### config.mk
export PLATFORM = sky130hd
export DESIGN_NAME = url_component_splitter_unit
export DESIGN_NICKNAME = d
export VERILOG_FILES = /design/src/rtl/ucs_pkg.sv /design/src/rtl/url_component_splitter_unit.sv
export SDC_FILE = /design/constraint.sdc
export NUM_CORES = 1
export LEC_CHECK = 0
export BUFFER_PORTS_ARGS = -buffer_cell sky130_fd_sc_hd__clkbuf_2
export CORE_UTILIZATION = 52
export CTS_CLUSTER_DIAMETER = 50
export DETAILED_ROUTE_END_ITERATION = 16
export GPL_TIMING_DRIVEN = 1
export PLACE_DENSITY = 0.76
export SETUP_SLACK_MARGIN = 0.4
export SLEW_MARGIN = 10
export SYNTH_ARGS = -nofsm -noshare
export SYNTH_HDL_FRONTEND = slang
export SYNTH_SLANG_ARGS = --single-unit
### constraint.sdc
create_clock -name clock -period 2.7 [get_ports clock]
set_clock_uncertainty 0.2 [all_clocks]
set_input_delay 0.405 -clock clock [delete_from_list [all_inputs] [get_ports clock]]
set_output_delay 0.405 -clock clock [all_outputs]
set_load 0.01 [all_outputs]
### src/rtl/ucs_pkg.sv
// Package for the URL component splitter: beat types for the request and
// response channels, part tags, status codes and the delimiter characters.
// No dependencies.
`default_nettype none

package ucs_pkg;

   typedef struct packed {
      logic [7:0] url_byte;
      logic       last;
   } req_type;

   typedef struct packed {
      logic [7:0] byte_out;
      logic [2:0] part;
      logic [2:0] status;
      logic       end_of_url;
   } rsp_type;

   // Part tags.
   localparam logic [2:0] PT_DELIM   = 3'd0;
   localparam logic [2:0] PT_SCHEME  = 3'd1;
   localparam logic [2:0] PT_HOST    = 3'd2;
   localparam logic [2:0] PT_PORT    = 3'd3;
   localparam logic [2:0] PT_PATH    = 3'd4;
   localparam logic [2:0] PT_QUERY   = 3'd5;
   localparam logic [2:0] PT_FRAG    = 3'd6;
   localparam logic [2:0] PT_IGNORED = 3'd7;

   // Status codes.
   localparam logic [2:0] ST_OK      = 3'd0;
   localparam logic [2:0] ST_NOCOLON = 3'd1;
   localparam logic [2:0] ST_BADCHAR = 3'd2;
   localparam logic [2:0] ST_NOSLASH = 3'd3;
   localparam logic [2:0] ST_NOAUTH  = 3'd4;

   // Characters that delimit the parts.
   localparam logic [7:0] CH_COLON = 8'h3A;
   localparam logic [7:0] CH_SLASH = 8'h2F;
   localparam logic [7:0] CH_QMARK = 8'h3F;
   localparam logic [7:0] CH_HASH  = 8'h23;
   localparam logic [7:0] CH_NUL   = 8'h00;

endpackage

`default_nettype wire

### src/rtl/url_component_splitter_unit.sv
// URL component splitter, top level: tags each URL byte with its part.
// Depends on ucs_pkg for the beat types, tags, status codes and characters.
//
// One request beat carries one URL byte and a last flag; each yields exactly
// one registered response beat. A new beat is taken in every cycle while the
// skid entry is free: the decode of a byte against the current phase is one
// short step between the phase register and the response register, and a
// one-entry skid buffer behind the response register takes one more beat
// while the response side stalls. The request side stalls only while that
// skid entry is occupied. The status on each beat is the failure known so far
// and is final on the beat that carries end_of_url; after it a new URL begins.
`default_nettype none

module url_component_splitter_unit (
   input  wire logic             clock,
   input  wire logic             reset,
   input  wire logic             req_valid,
   output logic                  req_stall,
   input  wire ucs_pkg::req_type req_data,
   output logic                  rsp_valid,
   input  wire logic             rsp_stall,
   output ucs_pkg::rsp_type      rsp_data
);
   import ucs_pkg::*;

   typedef enum logic [3:0] {
      PH_SCHEME  = 4'd0,
      PH_PENDING = 4'd1,
      PH_SLASH1  = 4'd2,
      PH_SLASH2  = 4'd3,
      PH_HOST    = 4'd4,
      PH_PORT    = 4'd5,
      PH_PATH    = 4'd6,
      PH_QUERY   = 4'd7,
      PH_FRAG    = 4'd8,
      PH_DONE    = 4'd9,
      PH_FAIL    = 4'd10
   } phase_type;

   phase_type  phase_ff, phase_in, phase_mid;
   logic [2:0] error_ff, error_in, error_mid;
   logic [2:0] part;
   logic [2:0] fail_now, fail_end;
   rsp_type    result;
   rsp_type    out_ff, skid_ff;
   logic       out_valid_ff, skid_valid_ff;
   logic       accept, out_free;

   // Status for a URL that stops in the given phase; ok if it is complete.
   function automatic logic [2:0] end_failure(input phase_type p);
      logic [2:0] f;
      case (p)
         PH_SCHEME, PH_PENDING: f = ST_NOCOLON;
         PH_SLASH1, PH_SLASH2:  f = ST_NOSLASH;
         PH_HOST, PH_PORT:      f = ST_NOAUTH;
         default:               f = ST_OK;
      endcase
      return f;
   endfunction

   assign req_stall = skid_valid_ff;
   assign accept    = req_valid && !skid_valid_ff;
   assign out_free  = !out_valid_ff || !rsp_stall;
   assign rsp_valid = out_valid_ff;
   assign rsp_data  = out_ff;
   assign fail_now  = end_failure(phase_ff);

   always_comb begin
      phase_mid = phase_ff;
      error_mid = error_ff;
      part      = PT_IGNORED;
      if (req_data.url_byte == CH_NUL) begin
         if (phase_ff < PH_DONE) begin
            if (fail_now != ST_OK) begin
               error_mid = fail_now;
               phase_mid = PH_FAIL;
            end else begin
               part      = PT_DELIM;
               phase_mid = PH_DONE;
            end
         end
      end else begin
         case (phase_ff)
            PH_SCHEME: begin
               if (req_data.url_byte == CH_COLON) begin
                  part      = PT_DELIM;
                  phase_mid = PH_SLASH1;
               end else if (req_data.url_byte inside {[8'h41:8'h5A], [8'h61:8'h7A]}) begin
                  part = PT_SCHEME;
               end else begin
                  phase_mid = PH_PENDING;
               end
            end
            PH_PENDING: begin
               if (req_data.url_byte == CH_COLON) begin
                  error_mid = ST_BADCHAR;
                  phase_mid = PH_FAIL;
               end
            end
            PH_SLASH1, PH_SLASH2: begin
               if (req_data.url_byte == CH_SLASH) begin
                  part      = PT_DELIM;
                  phase_mid = (phase_ff == PH_SLASH1) ? PH_SLASH2 : PH_HOST;
               end else begin
                  error_mid = ST_NOSLASH;
                  phase_mid = PH_FAIL;
               end
            end
            PH_HOST: begin
               if (req_data.url_byte == CH_COLON) begin
                  part      = PT_DELIM;
                  phase_mid = PH_PORT;
               end else if (req_data.url_byte == CH_SLASH) begin
                  part      = PT_DELIM;
                  phase_mid = PH_PATH;
               end else begin
                  part = PT_HOST;
               end
            end
            PH_PORT: begin
               if (req_data.url_byte == CH_SLASH) begin
                  part      = PT_DELIM;
                  phase_mid = PH_PATH;
               end else begin
                  part = PT_PORT;
               end
            end
            PH_PATH: begin
               if (req_data.url_byte == CH_QMARK) begin
                  part      = PT_DELIM;
                  phase_mid = PH_QUERY;
               end else if (req_data.url_byte == CH_HASH) begin
                  part      = PT_DELIM;
                  phase_mid = PH_FRAG;
               end else begin
                  part = PT_PATH;
               end
            end
            PH_QUERY: begin
               if (req_data.url_byte == CH_HASH) begin
                  part      = PT_DELIM;
                  phase_mid = PH_FRAG;
               end else begin
                  part = PT_QUERY;
               end
            end
            PH_FRAG: part = PT_FRAG;
            PH_DONE: ;
            default: phase_mid = PH_FAIL;
         endcase
      end

      phase_in = phase_mid;
      error_in = error_mid;
      fail_end = end_failure(phase_mid);
      // A URL that ends before its authority is closed records why.
      if (req_data.last && (phase_mid < PH_DONE) && (fail_end != ST_OK)) begin
         error_in = fail_end;
         phase_in = PH_FAIL;
      end

      result.byte_out   = req_data.url_byte;
      result.part       = part;
      result.status     = error_in;
      result.end_of_url = req_data.last;
   end

   always_ff @(posedge clock) begin
      if (reset) begin
         phase_ff      <= PH_SCHEME;
         error_ff      <= ST_OK;
         out_valid_ff  <= 1'b0;
         skid_valid_ff <= 1'b0;
      end else begin
         if (accept) begin
            if (req_data.last) begin
               phase_ff <= PH_SCHEME;
               error_ff <= ST_OK;
            end else begin
               phase_ff <= phase_in;
               error_ff <= error_in;
            end
         end

         // Skid entry drains first; a new beat lands behind a stalled one.
         if (out_free) begin
            if (skid_valid_ff) begin
               out_ff        <= skid_ff;
               out_valid_ff  <= 1'b1;
               skid_valid_ff <= 1'b0;
            end else if (accept) begin
               out_ff       <= result;
               out_valid_ff <= 1'b1;
            end else begin
               out_valid_ff <= 1'b0;
            end
         end else if (accept) begin
            skid_ff       <= result;
            skid_valid_ff <= 1'b1;
         end
      end
   end

endmodule

`default_nettype wire
==> flow_metrics.env, run 1 <==
export IMPL_clockBufferDepth=2
export IMPL_ir_drop_mv=0.2567
export IMPL_status="completed"
export IMPL_first_global_vias=1711
export IMPL_crit_required_ns=2.70
export IMPL_grt_setup_unrepaired="yes"
export IMPL_synth_flop_cell="edfxtp_1"
export IMPL_initial_utilization_pct=55.64
export IMPL_cts_tree="built"
export IMPL_final_max_slew_viol_count=0
export IMPL_port_buffers=29
export IMPL_core_mm2=0.004115
export IMPL_diodes=0
export IMPL_yosysUniqueCellTypes=70
export IMPL_placed_cells=287
export IMPL_rows=23
export IMPL_synth_net_count=220
export IMPL_grt_use_total_pct=26.82
export IMPL_synth_seq_cells=39
export IMPL_regToRegEndpoint="rsp_data[3]"
export IMPL_dieHeight_um=68.36
export IMPL_hold_depth=1
export IMPL_syn_instance_count=207
export IMPL_yosys_warnings=0
export IMPL_synth_seq_area_share_pct=47.21
export IMPL_ys_top_cells_by_area="edfxtp_1, dfxtp_1, mux2_2"
export IMPL_hold_violations=0
export IMPL_place_congestion=0.9461
export IMPL_ff2ff_path_depth=5
export IMPL_avgSynthCellArea_um2=11.06
export IMPL_antenna_found_initial=0
export IMPL_worst_setup_path_end_kind="flip-flop"
export IMPL_min_period_ns=2.328
export IMPL_fp_dieArea_mm2=0.004672
export IMPL_grt_max_degree=23
export IMPL_routedWlPerCell_um=19.57
export IMPL_syn_cell_area_mm2=0.002290
export IMPL_drive_gt1_share_pct=39.61
export IMPL_ff2ff_setup_slack_ns=0.39
export IMPL_stdcell_count=305
export IMPL_cts_clk_slew_worst_paths_ns=0.08
export IMPL_clk_latency_ns=0.29
export IMPL_worstPathMaxFanout=7
export IMPL_tns_ns=0
export IMPL_worstSetupStartpoint="req_data[5]"
export IMPL_slew_headroom_pct=70.76
export IMPL_synth_top_cell_area_share_pct=39.34
export IMPL_multi_input_area_mm2=0.001197
export IMPL_ios=30
export IMPL_finalSetupViolCount=0
export IMPL_vias=1985
export IMPL_startpoint_type="input port"
export IMPL_cts_root_buf="clkbuf_8"
export IMPL_fin_nets=267
export IMPL_worstSetupPathType="input port to flip-flop"
export IMPL_maxCapViolations=0
export IMPL_cts_hold_fix_buffers=0
export IMPL_drtAntennaViolNets=0
export IMPL_n_fill_cell=291
export IMPL_hold_path_class="input port to flip-flop"
export IMPL_worst_pin_slew_ns=0.4349
export IMPL_routed_wl_um=5968
export IMPL_htree_levels=2
export IMPL_drtIter0Drc=228
export IMPL_hpwl_um=3990
export IMPL_grt_pass1_wl_um=8832
export IMPL_die_w_um=68.36
export IMPL_fin_util_pct=68.90
export IMPL_fmax_ghz=0.4296
export IMPL_r2r_start="phase_ff[2]"
export IMPL_period_share_pct=86.21
export IMPL_grt_ovfl_total=0
export IMPL_regArea_mm2=0.001084
export IMPL_power_density_mw_per_mm2=503.2
export IMPL_crit_end="error_ff[2]"
export IMPL_leakage_nw=0.9985
export IMPL_via_per_inst=6.508
export IMPL_clock_sinks=39
export IMPL_synth_largest_area_cell="edfxtp_1"
export IMPL_synth_edf_count=30
export IMPL_crit_arrival_ns=2.33
export IMPL_area_delta_synth_final_pct=23.83
export IMPL_route_detailed_drc=0
export IMPL_cts_buffers=5
export IMPL_async_reset_ff_share_pct=0
export IMPL_first_pass_iters=4
[sequential cells by signal (all words and copies together), names as in the netlist]
signal     count
req_stall      1
rsp_data      15
phase_ff       4
rsp_valid      1
skid_ff       15
error_ff       3
[synth_stat cells, drive strengths merged (4+ instances only)]
| library cell | instances |
|---|---|
| o21ai | 15 |
| nand2 | 12 |
| dfxtp | 9 |
| mux2 | 10 |
| edfxtp | 30 |
| nor4 | 4 |
| clkbuf | 8 |
| nand4 | 6 |
| nor2 | 10 |
| and3 | 4 |
| a31oi | 5 |
| buf | 7 |
| nor3 | 4 |
| nand3 | 6 |
| nor2b | 5 |
| inv | 5 |
| or4 | 4 |
[worst max-delay path, cell delays in order]
cell and delay, ns:
clkbuf_2 0.16, nor4b_4 0.40, buf_4 0.20, a2111oi_4 0.09
nor4_2 0.42, a311oi_2 0.23, buf_4 0.18, o41ai_2 0.25
[cell families (layout without fill, tap and decap cells)]
group	Yosys count	count (layout)	share of synthesized area (%)
AND/OR/NAND/NOR	82	82	24.04
multiplexers	10	10	4.918
flip-flops	39	39	47.21
XOR/XNOR	1	1	0.3826
AO/OA/AOI/OAI	55	55	19.34
buffers and inverters	20	68	4.098
[repair_timing]
item,in CTS,in global routing
endpoints found under the setup margin,2,9
pin swaps,3,5
buffers inserted,1,9
resized for setup,2,11
[how the worst min path moves through the flow]
stage / startpoint / endpoint
2_1_floorplan: error_ff[0] / error_ff[0]
6_report: req_data[0] / skid_ff[0]
3_3_place_gp: error_ff[0] / error_ff[0]
4_1_cts: req_data[0] / skid_ff[0]
3_5_place_dp: error_ff[0] / error_ff[0]
5_1_grt: req_data[0] / skid_ff[0]
[cells in the final DEF (no fill, tap or decap), drive strengths merged, types with 3 or more instances in the layout]
cell / Yosys / layout
or4: 4 / 4
nand4: 6 / 6
nand2: 12 / 12
o31ai: 3 / 3
nor3: 4 / 4
edfxtp: 30 / 30
nand2b: 3 / 3
a31oi: 5 / 5
nor2b: 5 / 5
o21ai: 15 / 15
a211oi: 3 / 3
dfxtp: 9 / 9
nor4: 4 / 4
inv: 5 / 5
buf: 7 / 26
nand3: 6 / 6
clkbuf: 8 / 35
and3: 4 / 4
mux2: 10 / 10
and2: 3 / 3
nor2: 10 / 10
nor4b: 3 / 3
[metrics by stage]
| step | setup slack, ns | total power [mW] | hold slack, ns | cell area, µm² |
|---|---|---|---|---|
| 5_1_grt | 0.3159 | 1.467 | 0.2159 | 2835 |
| 4_1_cts | 0.3582 | 1.415 | 0.2070 | 2708 |
| 6_report | 0.3724 | 1.427 | 0.2079 | 2835 |
| 3_3_place_gp | 0.1563 | 0.8373 | 0.2421 | 2557 |
| 3_5_place_dp | 0.1291 | 0.8415 | 0.2445 | 2557 |
| 2_1_floorplan | 0.4136 | 0.7868 | 0.2250 | 2307 |
[layout make-up]
| class | instances | share of cell area (%) |
|---|---|---|
| well taps | 50 | 2.207 |
| repair buffers | 55 | 12.00 |
| clock inverters | 2 | 2.118 |
| multi-input cells | 148 | 42.23 |
| clock buffers | 6 | 2.560 |
| flip-flops and latches | 39 | 38.22 |
| inverters | 5 | 0.6620 |
[layer usage]
layer	GRT usage (%)	routed length [µm]
met1	36.63	2563
met4	8.854	95
met3	5.167	421
met5	0	0
met2	42.28	2888
[where the power goes]
group | leakage, nW | internal, mW | switching, mW
logic | 0.586 | 0.0722 | 0.101
clock network | 0.0654 | 0.369 | 0.207
registers | 0.347 | 0.668 | 0.00881
Note: power is estimated with default switching activity, not from simulation.
==> run 2: changes to the inputs <==
--- a/config.mk
+++ b/config.mk
@@ -8,9 +8,10 @@
 export BUFFER_PORTS_ARGS = -buffer_cell sky130_fd_sc_hd__clkbuf_2
 export CORE_UTILIZATION = 52
 export CTS_CLUSTER_DIAMETER = 50
+export CTS_CLUSTER_SIZE = 25
 export DETAILED_ROUTE_END_ITERATION = 16
 export GPL_TIMING_DRIVEN = 1
-export PLACE_DENSITY = 0.76
+export PLACE_DENSITY = 0.85
 export SETUP_SLACK_MARGIN = 0.4
 export SLEW_MARGIN = 10
 export SYNTH_ARGS = -nofsm -noshare
==> run 2 against run 1 <==
  * Utilization is 1.9 points lower
  * Via count rose by 1.3%
  * Sequential share of layout area grew 1.2 points
  * Critical path depth decreased by 2
  * Register-to-register slack improved by 0.04 ns
  * Sequential power is essentially flat
  * Setup slack better by 0.037 ns
  * Combinational power is 5% lower
  * Non-clock buffer count fell by 8
  * Final cell count shrank 2.6%
  * Global-route usage shrank 0.11 points
  * Final area fell by 2.8%
  * Highest routed layer unchanged
  * Largest cell class unchanged
==> flow_metrics.env, run 2 (same netlist as run 1, synthesis figures left out) <==
export IMPL_status="completed"
export IMPL_initial_utilization_pct=55.64
export IMPL_crit_arrival_ns=2.12
export IMPL_grt_pass1_wl_um=8976
export IMPL_min_period_ns=2.291
export IMPL_leakage_nw=0.9599
export IMPL_n_fill_cell=288
export IMPL_finalSetupViolCount=0
export IMPL_setup_ws_ns=0.4091
export IMPL_hpwl_um=4029
export IMPL_maxCapViolations=0
export IMPL_multi_input_area_mm2=0.001191
export IMPL_worstPathMaxFanout=12
export IMPL_regArea_mm2=0.001085
export IMPL_dieHeight_um=68.36
export IMPL_cts_root_buf="clkbuf_8"
export IMPL_fin_nets=259
export IMPL_area_delta_synth_final_pct=20.33
export IMPL_final_common_cell="edfxtp_1"
export IMPL_intPower_mw=1.033
export IMPL_route_detailed_drc=0
export IMPL_via_per_inst=6.771
export IMPL_antenna_found_initial=0
export IMPL_port_buffers=29
export IMPL_clockBufferDepth=2
export IMPL_drive_gt1_share_pct=37.25
export IMPL_startpoint_type="input port"
export IMPL_drtIter0Drc=225
export IMPL_routedWlPerCell_um=19.95
export IMPL_ir_drop_mv=0.2657
export IMPL_cts_buffers=5
export IMPL_worstSetupPathType="input port to flip-flop"
export IMPL_rows=23
export IMPL_period_share_pct=84.85
export IMPL_pre_cts_ws_ns=0.1267
export IMPL_grt_use_total_pct=26.72
export IMPL_tns_ns=0
export IMPL_stdcell_count=297
export IMPL_core_mm2=0.004115
export IMPL_slew_headroom_pct=69.20
export IMPL_cts_hold_fix_buffers=0
export IMPL_worst_setup_path_end_kind="flip-flop"
export IMPL_fp_dieArea_mm2=0.004672
export IMPL_clock_sinks=39
export IMPL_hold_path_class="input port to flip-flop"
export IMPL_vias=2011
export IMPL_place_congestion=0.9589
export IMPL_first_pass_iters=5
export IMPL_swShare_pct=23.12
export IMPL_p_sw_mw=0.3104
export IMPL_die_w_um=68.36
export IMPL_power_frac_seq_pct=50.4
export IMPL_diodes=0
export IMPL_ios=30
export IMPL_fmax_ghz=0.4365
export IMPL_drtAntennaViolNets=0
export IMPL_cts_tree="built"
export IMPL_power_frac_clock_pct=37.4
export IMPL_cts_clk_slew_worst_paths_ns=0.07
export IMPL_htree_levels=2
export IMPL_routed_wl_um=5926
export IMPL_p_comb_share_pct=12.2
export IMPL_first_global_vias=1804
export IMPL_grt_setup_unrepaired="yes"
export IMPL_crit_required_ns=2.53
export IMPL_power_density_mw_per_mm2=487.5
export IMPL_final_max_slew_viol_count=0
export IMPL_most_common_layout_cells="edfxtp_1, clkbuf_2, buf_4, o21ai_0, nand2_1"
export IMPL_grt_max_degree=25
export IMPL_grt_ovfl_total=0
export IMPL_clk_latency_ns=0.29
export IMPL_placed_cells=286
export IMPL_hold_violations=0
export IMPL_worst_pin_slew_ns=0.4620
==> run 2: repair_timing <==
item | CTS | global route
setup endpoints to repair | 4 | 7
gates cloned | 0 | 0
setup buffers | 0 | 3
pin swaps | 2 | 4
gates resized for setup | 5 | 7
==> run 2: stage by stage <==
step                utilization [%]  total power, mW  area [µm²]  hold slack, ns
finish                        66.95            1.343        2755          0.2186
global route                  66.95            1.383        2755          0.2266
CTS                           65.34            1.335        2689          0.2064
detailed placement            61.96           0.8416        2550          0.2882
global placement              61.96           0.8371        2550          0.2449
floorplan                         -           0.7868        2307          0.2250
==> run 2: layout make-up <==
| cell class | count | share of cell area (%) |
|---|---|---|
| clock buffers | 6 | 2.997 |
| clock inverters | 2 | 1.272 |
| inverters | 5 | 0.6812 |
| multi-input cells | 148 | 43.23 |
| flip-flops and latches | 39 | 39.37 |
| well taps | 50 | 2.271 |
| repair buffers | 47 | 10.17 |
==> run 2: worst max-delay path: stages <==
cell and delay [ns]:
clkbuf_2 0.27, or4b_4 0.52, a2111oi_4 0.37, nor4_4 0.08, a311oi_2 0.36, o31ai_1 0.12
==> run 2: final timing paths <==
kind / slack (ns) / cells after the start / endpoint / start
hold reg to reg: 0.32 / 2 / error_ff[2] / error_ff[2]
hold / removal: 0.22 / 1 / skid_ff[12] / req_data[6]
setup reg to reg: 0.43 / 5 / rsp_data[3] / phase_ff[2]
setup / recovery: 0.41 / 6 / rsp_data[3] / req_data[5]
==> run 2: power groups by stage <==
stage	Combinational [mW]	Clock, mW	Sequential (mW)
3_3_place_gp	0.148	0	0.689
4_1_cts	0.156	0.503	0.676
3_5_place_dp	0.152	0	0.690
2_1_floorplan	0.0933	0	0.693
5_1_grt	0.177	0.528	0.678
6_report	0.164	0.502	0.677
==> run 2: per-layer routing <==
layer,wire length [µm],part of all wire (%),GRT usage [%],up-vias
met4,169,2.9,10.16,0
met5,0,0,0,-
met1,2425,41,36.42,943
met2,2824,48,40.32,126
li1,-,-,-,916
met3,507,8.6,6.833,26
